$ cat src/sv/erff_pkg.sv
package erff_pkg;

	localparam int CNT_W = 11;

	localparam logic [CNT_W-1:0] MAX_FRAME_BYTES = CNT_W'(1536);
	localparam logic [CNT_W-1:0] COUNT_LIMIT     = MAX_FRAME_BYTES + CNT_W'(1);
	localparam logic [CNT_W-1:0] HDR_BYTES       = CNT_W'(14);
	localparam logic [CNT_W-1:0] ADDR_BYTES      = CNT_W'(6);
	localparam logic [CNT_W-1:0] TYPE_POS_HI     = CNT_W'(12);
	localparam logic [CNT_W-1:0] TYPE_POS_LO     = CNT_W'(13);

	localparam logic [7:0]  BCAST_BYTE = 8'hFF;
	localparam logic [15:0] TYPE_IPV4  = 16'h0800;
	localparam logic [15:0] TYPE_ARP   = 16'h0806;

	localparam logic [2:0] VERDICT_NOT_LOCAL = 3'd0;
	localparam logic [2:0] VERDICT_OVERRUN   = 3'd1;
	localparam logic [2:0] VERDICT_IPV4      = 3'd2;
	localparam logic [2:0] VERDICT_ARP       = 3'd3;
	localparam logic [2:0] VERDICT_OTHER     = 3'd4;
	localparam logic [2:0] VERDICT_RUNT      = 3'd5;

	typedef struct packed {
		logic [CNT_W-1:0] count;
		logic             ucast;
		logic             bcast;
		logic [15:0]      ftype;
	} frame_sum_t;

	typedef struct packed {
		logic [2:0]       verdict;
		logic [15:0]      frame_type;
		logic [CNT_W-1:0] payload_length;
		logic             is_broadcast;
	} result_t;

endpackage

$ cat src/sv/erff_parse.sv
module erff_parse (
	input  logic                    clk,
	input  logic                    arst_n,
	input  logic                    unicast_address_we,
	input  logic [47:0]             unicast_address,
	input  logic                    in_acc,
	input  logic [7:0]              rx_byte,
	input  logic                    last_byte,
	output erff_pkg::frame_sum_t    sum_nxt
);

	logic [47:0]                   ucast_addr_q;
	logic [erff_pkg::CNT_W-1:0]    count_q;
	logic                          ucast_q;
	logic                          bcast_q;
	logic [15:0]                   ftype_q;
	logic [7:0]                    want_byte;

	always_comb begin
		unique case (count_q[2:0])
			3'd0: want_byte = ucast_addr_q[47:40];
			3'd1: want_byte = ucast_addr_q[39:32];
			3'd2: want_byte = ucast_addr_q[31:24];
			3'd3: want_byte = ucast_addr_q[23:16];
			3'd4: want_byte = ucast_addr_q[15:8];
			3'd5: want_byte = ucast_addr_q[7:0];
			default: want_byte = 8'h00;
		endcase
	end

	always_comb begin
		sum_nxt.count = count_q;
		sum_nxt.ucast = ucast_q;
		sum_nxt.bcast = bcast_q;
		sum_nxt.ftype = ftype_q;
		if (count_q < erff_pkg::ADDR_BYTES) begin
			if (rx_byte != want_byte) begin
				sum_nxt.ucast = 1'b0;
			end
			if (rx_byte != erff_pkg::BCAST_BYTE) begin
				sum_nxt.bcast = 1'b0;
			end
		end else if (count_q == erff_pkg::TYPE_POS_HI) begin
			sum_nxt.ftype[15:8] = rx_byte;
		end else if (count_q == erff_pkg::TYPE_POS_LO) begin
			sum_nxt.ftype[7:0] = rx_byte;
		end
		if (count_q < erff_pkg::COUNT_LIMIT) begin
			sum_nxt.count = count_q + 1'b1;
		end
	end

	always_ff @(posedge clk or negedge arst_n) begin
		if (!arst_n) begin
			ucast_addr_q <= '0;
			count_q      <= '0;
			ucast_q      <= 1'b1;
			bcast_q      <= 1'b1;
			ftype_q      <= '0;
		end else begin
			if (unicast_address_we) begin
				ucast_addr_q <= unicast_address;
			end
			if (in_acc) begin
				if (last_byte) begin
					count_q <= '0;
					ucast_q <= 1'b1;
					bcast_q <= 1'b1;
					ftype_q <= '0;
				end else begin
					count_q <= sum_nxt.count;
					ucast_q <= sum_nxt.ucast;
					bcast_q <= sum_nxt.bcast;
					ftype_q <= sum_nxt.ftype;
				end
			end
		end
	end

endmodule

$ cat src/sv/erff_classify.sv
module erff_classify (
	input  erff_pkg::frame_sum_t sum,
	output erff_pkg::result_t    res
);

	always_comb begin
		res.verdict        = erff_pkg::VERDICT_OTHER;
		res.frame_type     = sum.ftype;
		res.payload_length = sum.count - erff_pkg::HDR_BYTES;
		res.is_broadcast   = sum.bcast;
		if (sum.count < erff_pkg::HDR_BYTES) begin
			res.verdict        = erff_pkg::VERDICT_RUNT;
			res.frame_type     = '0;
			res.payload_length = '0;
			res.is_broadcast   = 1'b0;
		end else if (!sum.ucast && !sum.bcast) begin
			res.verdict = erff_pkg::VERDICT_NOT_LOCAL;
		end else if (sum.count > erff_pkg::MAX_FRAME_BYTES) begin
			res.verdict = erff_pkg::VERDICT_OVERRUN;
		end else if (sum.ftype == erff_pkg::TYPE_IPV4) begin
			res.verdict = erff_pkg::VERDICT_IPV4;
		end else if (sum.ftype == erff_pkg::TYPE_ARP) begin
			res.verdict = erff_pkg::VERDICT_ARP;
		end
	end

endmodule

$ cat src/sv/erff_out.sv
module erff_out (
	input  logic              clk,
	input  logic              arst_n,
	input  logic              res_valid,
	input  erff_pkg::result_t res,
	output logic              skid_full,
	output logic              out_valid,
	input  logic              out_stall,
	output erff_pkg::result_t out_res
);

	logic              out_valid_q;
	logic              skid_valid_q;
	erff_pkg::result_t out_q;
	erff_pkg::result_t skid_q;
	logic              out_take;

	assign out_take  = out_valid_q && !out_stall;
	assign out_valid = out_valid_q;
	assign out_res   = out_q;
	assign skid_full = skid_valid_q;

	always_ff @(posedge clk or negedge arst_n) begin
		if (!arst_n) begin
			out_valid_q  <= 1'b0;
			skid_valid_q <= 1'b0;
		end else begin
			if (skid_valid_q) begin
				if (out_take) begin
					skid_valid_q <= 1'b0;
				end
			end else if (res_valid) begin
				if (out_valid_q && !out_take) begin
					skid_valid_q <= 1'b1;
				end else begin
					out_valid_q <= 1'b1;
				end
			end else if (out_take) begin
				out_valid_q <= 1'b0;
			end
		end
	end

	always_ff @(posedge clk) begin
		if (skid_valid_q) begin
			if (out_take) begin
				out_q <= skid_q;
			end
		end else if (res_valid) begin
			if (out_valid_q && !out_take) begin
				skid_q <= res;
			end else begin
				out_q <= res;
			end
		end
	end

endmodule

$ cat src/sv/ethernet_rx_frame_filter.sv
// Receive destination filter and classifier for Ethernet frames, one byte per transfer with
// last_byte marking the final byte. While in_stall is low, a frame streams through at one
// byte per clock; the frame state is updated as each byte is taken, and the verdict is
// registered by the edge that takes the last byte; if the output register is free, it is
// offered from the next cycle. A two-entry result stage lets bytes keep flowing while a
// verdict waits to be taken, and in_stall rises only when both entries are occupied.
// unicast_address is sampled at every rising edge at which unicast_address_we is high.
module ethernet_rx_frame_filter (
	input  logic        clk,
	input  logic        arst_n,
	input  logic        unicast_address_we,
	input  logic [47:0] unicast_address,
	input  logic        in_valid,
	output logic        in_stall,
	input  logic [7:0]  rx_byte,
	input  logic        last_byte,
	output logic        out_valid,
	input  logic        out_stall,
	output logic [2:0]  verdict,
	output logic [15:0] frame_type,
	output logic [10:0] payload_length,
	output logic        is_broadcast
);

	logic                 in_acc;
	logic                 skid_full;
	erff_pkg::frame_sum_t sum_nxt;
	erff_pkg::result_t    res;
	erff_pkg::result_t    out_res;

	assign in_stall = skid_full;
	assign in_acc   = in_valid && !skid_full;

	erff_parse u_parse (
		.clk                (clk),
		.arst_n             (arst_n),
		.unicast_address_we (unicast_address_we),
		.unicast_address    (unicast_address),
		.in_acc             (in_acc),
		.rx_byte            (rx_byte),
		.last_byte          (last_byte),
		.sum_nxt            (sum_nxt)
	);

	erff_classify u_classify (
		.sum (sum_nxt),
		.res (res)
	);

	erff_out u_out (
		.clk       (clk),
		.arst_n    (arst_n),
		.res_valid (in_acc && last_byte),
		.res       (res),
		.skid_full (skid_full),
		.out_valid (out_valid),
		.out_stall (out_stall),
		.out_res   (out_res)
	);

	assign verdict        = out_res.verdict;
	assign frame_type     = out_res.frame_type;
	assign payload_length = out_res.payload_length;
	assign is_broadcast   = out_res.is_broadcast;

endmodule

$ cat config.mk
export PLATFORM = sky130hd
export DESIGN_NAME = ethernet_rx_frame_filter
export DESIGN_NICKNAME = d
export VERILOG_FILES = /design/src/sv/erff_pkg.sv /design/src/sv/erff_parse.sv /design/src/sv/erff_classify.sv /design/src/sv/erff_out.sv /design/src/sv/ethernet_rx_frame_filter.sv
export SDC_FILE = /design/constraint.sdc
export NUM_CORES = 1
export LEC_CHECK = 0
export BUFFER_PORTS_ARGS = -buffer_cell sky130_fd_sc_hd__clkbuf_2
export CAP_MARGIN = 10
export CORE_ASPECT_RATIO = 2
export CORE_UTILIZATION = 55
export CTS_CLUSTER_SIZE = 24
export DETAILED_ROUTE_END_ITERATION = 10
export PLACE_DENSITY = 0.77
export SETUP_SLACK_MARGIN = 0.05
export SLEW_MARGIN = 30
export SYNTH_ARGS = -nofsm -noshare
export SYNTH_HDL_FRONTEND = slang
export SYNTH_HIERARCHICAL = 1
export SYNTH_SLANG_ARGS = --single-unit
$ cat constraint.sdc
create_clock -name clk -period 4.1 [get_ports clk]
set_input_delay 0.82 -clock clk [delete_from_list [all_inputs] [get_ports clk]]
set_output_delay 0.82 -clock clk [all_outputs]
set_load 0.005 [all_outputs]
==> results of run 1 <==
-- worst max-delay path: stages, from the launching register on --
cell,delay (ns)
dfrtp_1,0.48
inv_1,0.28
ha_1,0.50
nand2_1,0.33
mux2_2,0.37
or4b_1,0.58
nor4_1,0.40
a31o_2,0.23
o21ai_0,0.09
mux2_2,0.29
-- synthesized netlist by cell type, drive strengths merged (2+ instances only) --
master and instances:
and2 21, a41oi 3, inv 8, nor2 20, mux2 98, a31o 3
nand4 7, clkbuf 13, mux2i 2, a221oi 2, nand3 6, dfrtp 77
a31oi 5, nor3b 2, nor4 8, nand2 32, edfxtp 62, o31ai 3
and3 7, ha 6, a222oi 2, nand2b 4, and3b 5, a32o 2
a21oi 9, a32oi 5, nor3 7, dfstp 2, o21ai 18, buf 14
or4 2, a21boi 2, xnor2 10, a211oi 3, xor2 7, a22oi 7
a22o 22, nor2b 7
-- path summary, 6_finish.rpt --
check	to	cells after the start	slack, ns	start
setup / recovery	u_out/out_res[30]$_DFFE_PP_	9	0.30	u_parse/count_q[1]$_DFFE_PN0P_
hold reg to reg	u_parse/bcast_q$_DFFE_PN1P_	2	0.50	u_parse/bcast_q$_DFFE_PN1P_
hold / removal	u_parse/ucast_addr_q[25]$_DFFE_PN0P_	1	0.39	arst_n
setup reg to reg	u_out/out_res[30]$_DFFE_PP_	9	0.30	u_parse/count_q[1]$_DFFE_PN0P_
min in group clk	u_parse/bcast_q$_DFFE_PN1P_	2	0.50	u_parse/bcast_q$_DFFE_PN1P_
max in group asynchronous	u_out/skid_full$_DFF_PN0_	1	3.11	arst_n
-- power groups by stage --
stage          Clock (uW)  Combinational [uW]  Sequential (uW)
2_1_floorplan           0                 778             1800
3_3_place_gp            0                 990             1860
3_5_place_dp            0                1010             1880
4_1_cts              1580                1030             1850
5_1_grt              1630                1120             1880
6_report             1560                1040             1850
-- stage by stage --
stage	utilization	hold WS [ns]	area, sq um	cells
2_1_floorplan	-	0.457	6960	524
3_3_place_gp	0.612	0.466	7510	748
3_5_place_dp	0.613	0.484	7510	748
4_1_cts	0.661	0.500	8110	780
5_1_grt	0.662	0.479	8120	780
6_report	0.662	0.394	8120	780
-- registers in the layout (all words and copies together), names as in the netlist --
name and count:
u_out/out_res 31, u_parse/bcast_q 1, u_parse/count_q 11, u_out/out_valid 1
u_out/skid_q 31, u_parse/ucast_addr_q 48, u_parse/ucast_q 1, u_out/skid_full 1
u_parse/ftype_q 16
-- metal layers --
metal	wire [microns]	share of wire
met4	918	0.060
met2	8560	0.55
met1	5270	0.34
met5	0	0
met3	678	0.044
-- cell families (layout without fill, tap and decap cells) --
kind of cell    after synthesis  after routing  share of synthesized area
compound gates               92             92                      0.102
xor+xnor                     17             17                     0.0214
fa+ha+maj                     6              6                     0.0108
buf+inv                      36            145                     0.0316
flops                       141            141                      0.552
mux                         100            100                      0.176
simple gates                132            132                      0.106
-- final cells by class --
class                      instances  area share
multi-input combinational        347       0.358
sequential                       141       0.474
timing repair buffer             104      0.0683
clock buffer                      18      0.0529
tap                              147      0.0227
inverter                           9     0.00416
clock inverter                    14      0.0207
-- what timing repair did --
item                                    4_1_cts  5_1_grt
gates resized for setup                       0        1
endpoints found under the setup margin        0        1
hold endpoints to repair                      0        0
==> impl_results.md, run 1 <==
- Met1 Use GR: 0.266
- Mapped Cells: about 520
- Final WS setup: 0.301 ns
- NetSw: ~1300 uW
- Vias/cell: between 6 and 7
- Power, Total: 4450 uW
- F_max: 0.263 GHz
- GR Overflow Total: 0
- Root buffer cell: clkbuf_16
- Largest net degree at the start of global routing: 80
- Worst-path clk slew: 0.06 ns
- Endpoint class of the critical path: flip-flop
- Total CTS buffers: 17
- Drt pass-1 iters: 6
- Switching share of power: 0.298
- Clock skew: around 0.012 ns
- Area contributors post-synth: dfrtp_1, edfxtp_1, mux2_2
- Setup-failing EPs final: 0
- Syn Area/Cell: between 10 and 15 sq um
- RSZ-0062 raised after global routing: no
- Post-synthesis sequential area ratio: 0.552
- Synth Cell Area: 6960 sq um
- Yosys cell types: between 60 and 70
- Number of global-route vias before repair: 5031
- Final setup TNS: 0 ns
- Cts-stage hold buffer count: 0
- Commonest non-fill, non-tap cell in the layout: clkbuf_2
- Maximum VDD drop: 0.342 mV
- RePlAce Congestion: 0.950
- CP Launch Type: flip-flop
- Detailed-route via count: 4715
- CTS Sinks: 141
- CORE AREA: between 10000 and 15000 sq um
- Worst min path class: input pin to asynchronous set/reset pin
- Yosys top cell area share: 0.277
- Endpoints failing hold: 0
- Met2 Resource Use GR: 0.450
- First-pass GRT wire length: 25000 microns
- Final slew viol count: 0
- Leak: 0.00347 uW
- Net count after synthesis: roughly 590
- Row Count: 57
- DRT iter0 DRCs: 387
- Layout cells sized above 1: 0.395
- Total Die Area: 13100 sq um
- Placement Setup Slack: 0.350 ns
- Logic pwr share: 0.233
- Tmin final: around 3.8 ns
- Port Buffers: 94
- Final wirelength: 15400 microns
- Area leader, netlist: dfrtp_1
- CP Max Fanout: 10
- Synth Warn #: 6
- WS Path Type: flip-flop to flip-flop
- Register area: 3840 sq um
- Final Cycle Share: 0.926
- Ant diodes: 0
- Seq pwr share: 0.416
- Clk_lat worst skew: 0.42 ns
- DP HPWL: 11300 microns
- # DRC: 0
- Post-DR wirelength/cell: 19.8 microns
- IO Count: 95
- Clock Path Buffers: 2
- Fin nets: 688
- Multi-input logic area: 2900 sq um
- Final ANT Viol Nets: 0
- Critical Path AT: 3.97 ns
- Slew HR: 0.445
- Worst Tran Pin Value: 0.831 ns
- Pint: 3120 uW
- Outcome: complete, no violations
- GRT met3 Usage: 0.0514
- Main synth FF type: dfrtp_1
- Area growth syn-to-layout: 16.7%
- Total GRT Usage: 0.258
- Global-route layer with the greatest usage: met2
- Initial core utilization: 0.567
- Number of synthesized flops with an enable pin: 62
- Clock network power share: 0.351
- Most frequent cells in the layout: clkbuf_2, dfrtp_1, mux2_2
- Max-cap violations: 0
- H-Tree Depth: 4
- Final-layout fill cell count: 923
- FFs w/ async S/R, synth: 0.560
- Power per cell area: 548 nW/um^2
- Antenna violations before repair: 0
- Yosys reg bits: approximately 140
- Post-CTS setup buffer count: 0
- Critical Path RT: 4.27 ns
- Die width: 81.5 microns
- Die height: between 150 and 200 microns
- CTS tree: done
(Power assumes the default switching activity.)
==> run 2: changes to the inputs <==
--- a/config.mk
+++ b/config.mk
@@ -11,6 +11,7 @@
 export CORE_UTILIZATION = 55
 export CTS_CLUSTER_SIZE = 24
 export DETAILED_ROUTE_END_ITERATION = 10
+export MAX_ROUTING_LAYER = met4
 export PLACE_DENSITY = 0.77
 export SETUP_SLACK_MARGIN = 0.05
 export SLEW_MARGIN = 30
@@ -18,3 +19,4 @@
 export SYNTH_HDL_FRONTEND = slang
 export SYNTH_HIERARCHICAL = 1
 export SYNTH_SLANG_ARGS = --single-unit
+export TNS_END_PERCENT = 10
==> constraint.sdc (replaced) <==
create_clock -name clk -period 4.2 [get_ports clk]
set_input_delay 0.84 -clock clk [delete_from_list [all_inputs] [get_ports clk]]
set_output_delay 0.84 -clock clk [all_outputs]
set_load 0.005 [all_outputs]
==> impl_results.md, run 2 (same netlist as run 1, synthesis figures left out) <==
- Endpoint class of the critical path: flip-flop
- Worst Path Buf+Inv: 1 (unchanged)
- Detailed-route via count: 4731 (+0.34%)
- WS Path Type: flip-flop to flip-flop
- Number of global-route vias before repair: 4915 (-2.3%)
- CP peak stage delay: 0.57 ns (about the same)
- Tmin final: 3.74 ns (-0.0562 ns)
- DP HPWL: 10800 microns (-4.0%)
- Total CTS buffers: 17 (unchanged)
- CORE AREA: 12300 sq um (unchanged)
- Post-DP Area: 7510 sq um (about the same)
- Most frequent cells in the layout: clkbuf_2, dfrtp_1, mux2_2
- Final setup TNS: 0 ns (unchanged)
- Clk_lat worst skew: 0.42 ns (about the same)
- RSZ-0062 raised after global routing: no
- Drt pass-1 iters: 5 (-1)
- Fin nets: 687 (-0.15%)
- Critical Path RT: 4.49 ns (+0.22 ns)
- H-Tree Depth: 4 (unchanged)
- Largest net degree at the start of global routing: 80 (unchanged)
- Final wirelength: 14800 microns (-3.7%)
- Setup-failing EPs final: 0 (unchanged)
- Outcome: complete, no violations
- Largest reg by FF count: u_parse/ucast_addr_q
- Ant diodes: 0 (unchanged)
- Row Count: 57 (unchanged)
- Slowest-stage cell, CP: and3b_1
- Post-CTS sizing: 0 (unchanged)
- CP Max Fanout: 15 (+5)
- Final-layout fill cell count: 943 (+2.2%)
- IO Count: 95 (unchanged)
- GR Overflow Total: 0 (unchanged)
- Power per cell area: 519 nW/um^2 (-5.2%)
- Endpoints failing hold: 0 (unchanged)
- Critical Path AT: 4.03 ns (+0.06 ns)
- Die width: 81.5 microns (unchanged)
- Total Die Area: 13100 sq um (unchanged)
- Area growth syn-to-layout: 15.8%
- Vias/cell: 6.07 (+0.47%)
- CP Launch Type: flip-flop
- Clock skew: 0.00978 ns (-0.00230 ns)
- First-pass GRT wire length: 24300 microns (-2.9%)
- Commonest non-fill, non-tap cell in the layout: clkbuf_2
- CTS tree: done
- Leak: 0.00345 uW (-0.44%)
- CTS Sinks: 141 (unchanged)
- RePlAce Congestion: 0.882 (-7.1%)
- Worst Tran Pin Value: 0.859 ns (+0.0283 ns)
- F_max: 0.267 GHz (+1.5%)
- # DRC: 0 (unchanged)
- Initial core utilization: 0.567 (unchanged)
- Layout cells sized above 1: 0.392 (-0.00254)
- Clock Path Buffers: 2 (unchanged)
- Slew HR: 0.426 (-0.0189)
- Post-CTS setup buffer count: 0 (unchanged)
- Design area: 8060 sq um (-0.71%)
- Max-cap violations: 0 (unchanged)
- Die height: 161 microns (unchanged)
- Post-DR wirelength/cell: 19.1 microns (-3.6%)
- Maximum VDD drop: 0.322 mV (-6.1%)
- Delay-heaviest family, CP: simple AND/OR/NAND/NOR gates
- Worst-path clk slew: 0.06 ns (about the same)
- Root buffer cell: clkbuf_16
- Largest register FFs: 48 (unchanged)
- Crit path cell chain: inv_1 -> ha_1 -> and3b_1 -> mux2_2 -> nor4_1 -> nand2_1 -> or4_1 -> o311ai_1 -> mux2_4
- Final slew viol count: 0 (unchanged)
- Antenna violations before repair: 0 (unchanged)
- Port Buffers: 94 (unchanged)
- Worst min path class: input pin to asynchronous set/reset pin
- Final ANT Viol Nets: 0 (unchanged)
- Total GRT Usage: 0.256 (-0.00237)
- Cts-stage hold buffer count: 0 (unchanged)
- Final Cycle Share: 0.891 (-0.0354)
- DRT iter0 DRCs: 241 (-38%)
## run 2: cell types whose count changed in the layout (fill, tap and decap cells not counted)
cell        before  now
clkinv_1         4    1
bufinv_16        3    1
clkbuf_8         0    1
clkbuf_1         1    4
clkinvlp_4       3    1
inv_6            3    1
and3b_2          1    0
buf_4           10    9
clkinv_2         0    3
and3b_1          4    5
inv_4            0    1
clkinv_4         2    3
## run 2: through the flow
stage	setup WS (ns)	hold WS [ns]	power, uW	std cells	utilization
floorplan	0.330	0.457	2520	524	-
global placement	0.628	0.468	2770	747	0.612
detailed placement	0.510	0.473	2800	747	0.612
CTS	0.500	0.481	4210	779	0.657
global route	0.203	0.500	4390	779	0.657
finish	0.458	0.445	4180	779	0.657
## run 2: path summary, 6_finish.rpt
kind                                                  from                                    to  slack, ns  cells past startpoint
hold / removal                                      arst_n  u_parse/ucast_addr_q[44]$_DFFE_PN0P_       0.44                      1
max in group asynchronous                           arst_n             u_out/skid_full$_DFF_PN0_       3.20                      1
setup / recovery            u_parse/count_q[1]$_DFFE_PN0P_           u_out/out_res[28]$_DFFE_PP_       0.46                      9
min in group clk           u_parse/ftype_q[11]$_DFFE_PN0P_       u_parse/ftype_q[11]$_DFFE_PN0P_       0.49                      1
hold reg to reg            u_parse/ftype_q[11]$_DFFE_PN0P_       u_parse/ftype_q[11]$_DFFE_PN0P_       0.49                      1
setup reg to reg            u_parse/count_q[1]$_DFFE_PN0P_           u_out/out_res[28]$_DFFE_PP_       0.46                      9
## run 2: cell type report
cell class	count	area, sq um	area share
clock inverter	10	93.8	0.0116
timing repair buffer	103	547	0.0678
clock buffer	22	454	0.0563
tap	147	184	0.0228
inverter	9	33.8	0.00419
multi-input combinational	347	2900	0.360
sequential	141	3840	0.477
## run 2: power breakdown
group / internal [uW] / switching [uW]
combinational: 452 / 538
sequential: 1650 / 151
clock: 831 / 560
## run 2: metal layers
metal  GRT usage  wire, microns  vias to the layer above
met5           -              0                        -
met4       0.165            841                        0
met2       0.433           8220                      189
met3      0.0435            582                       62
li1            -              -                     2168
met1       0.264           5210                     2312
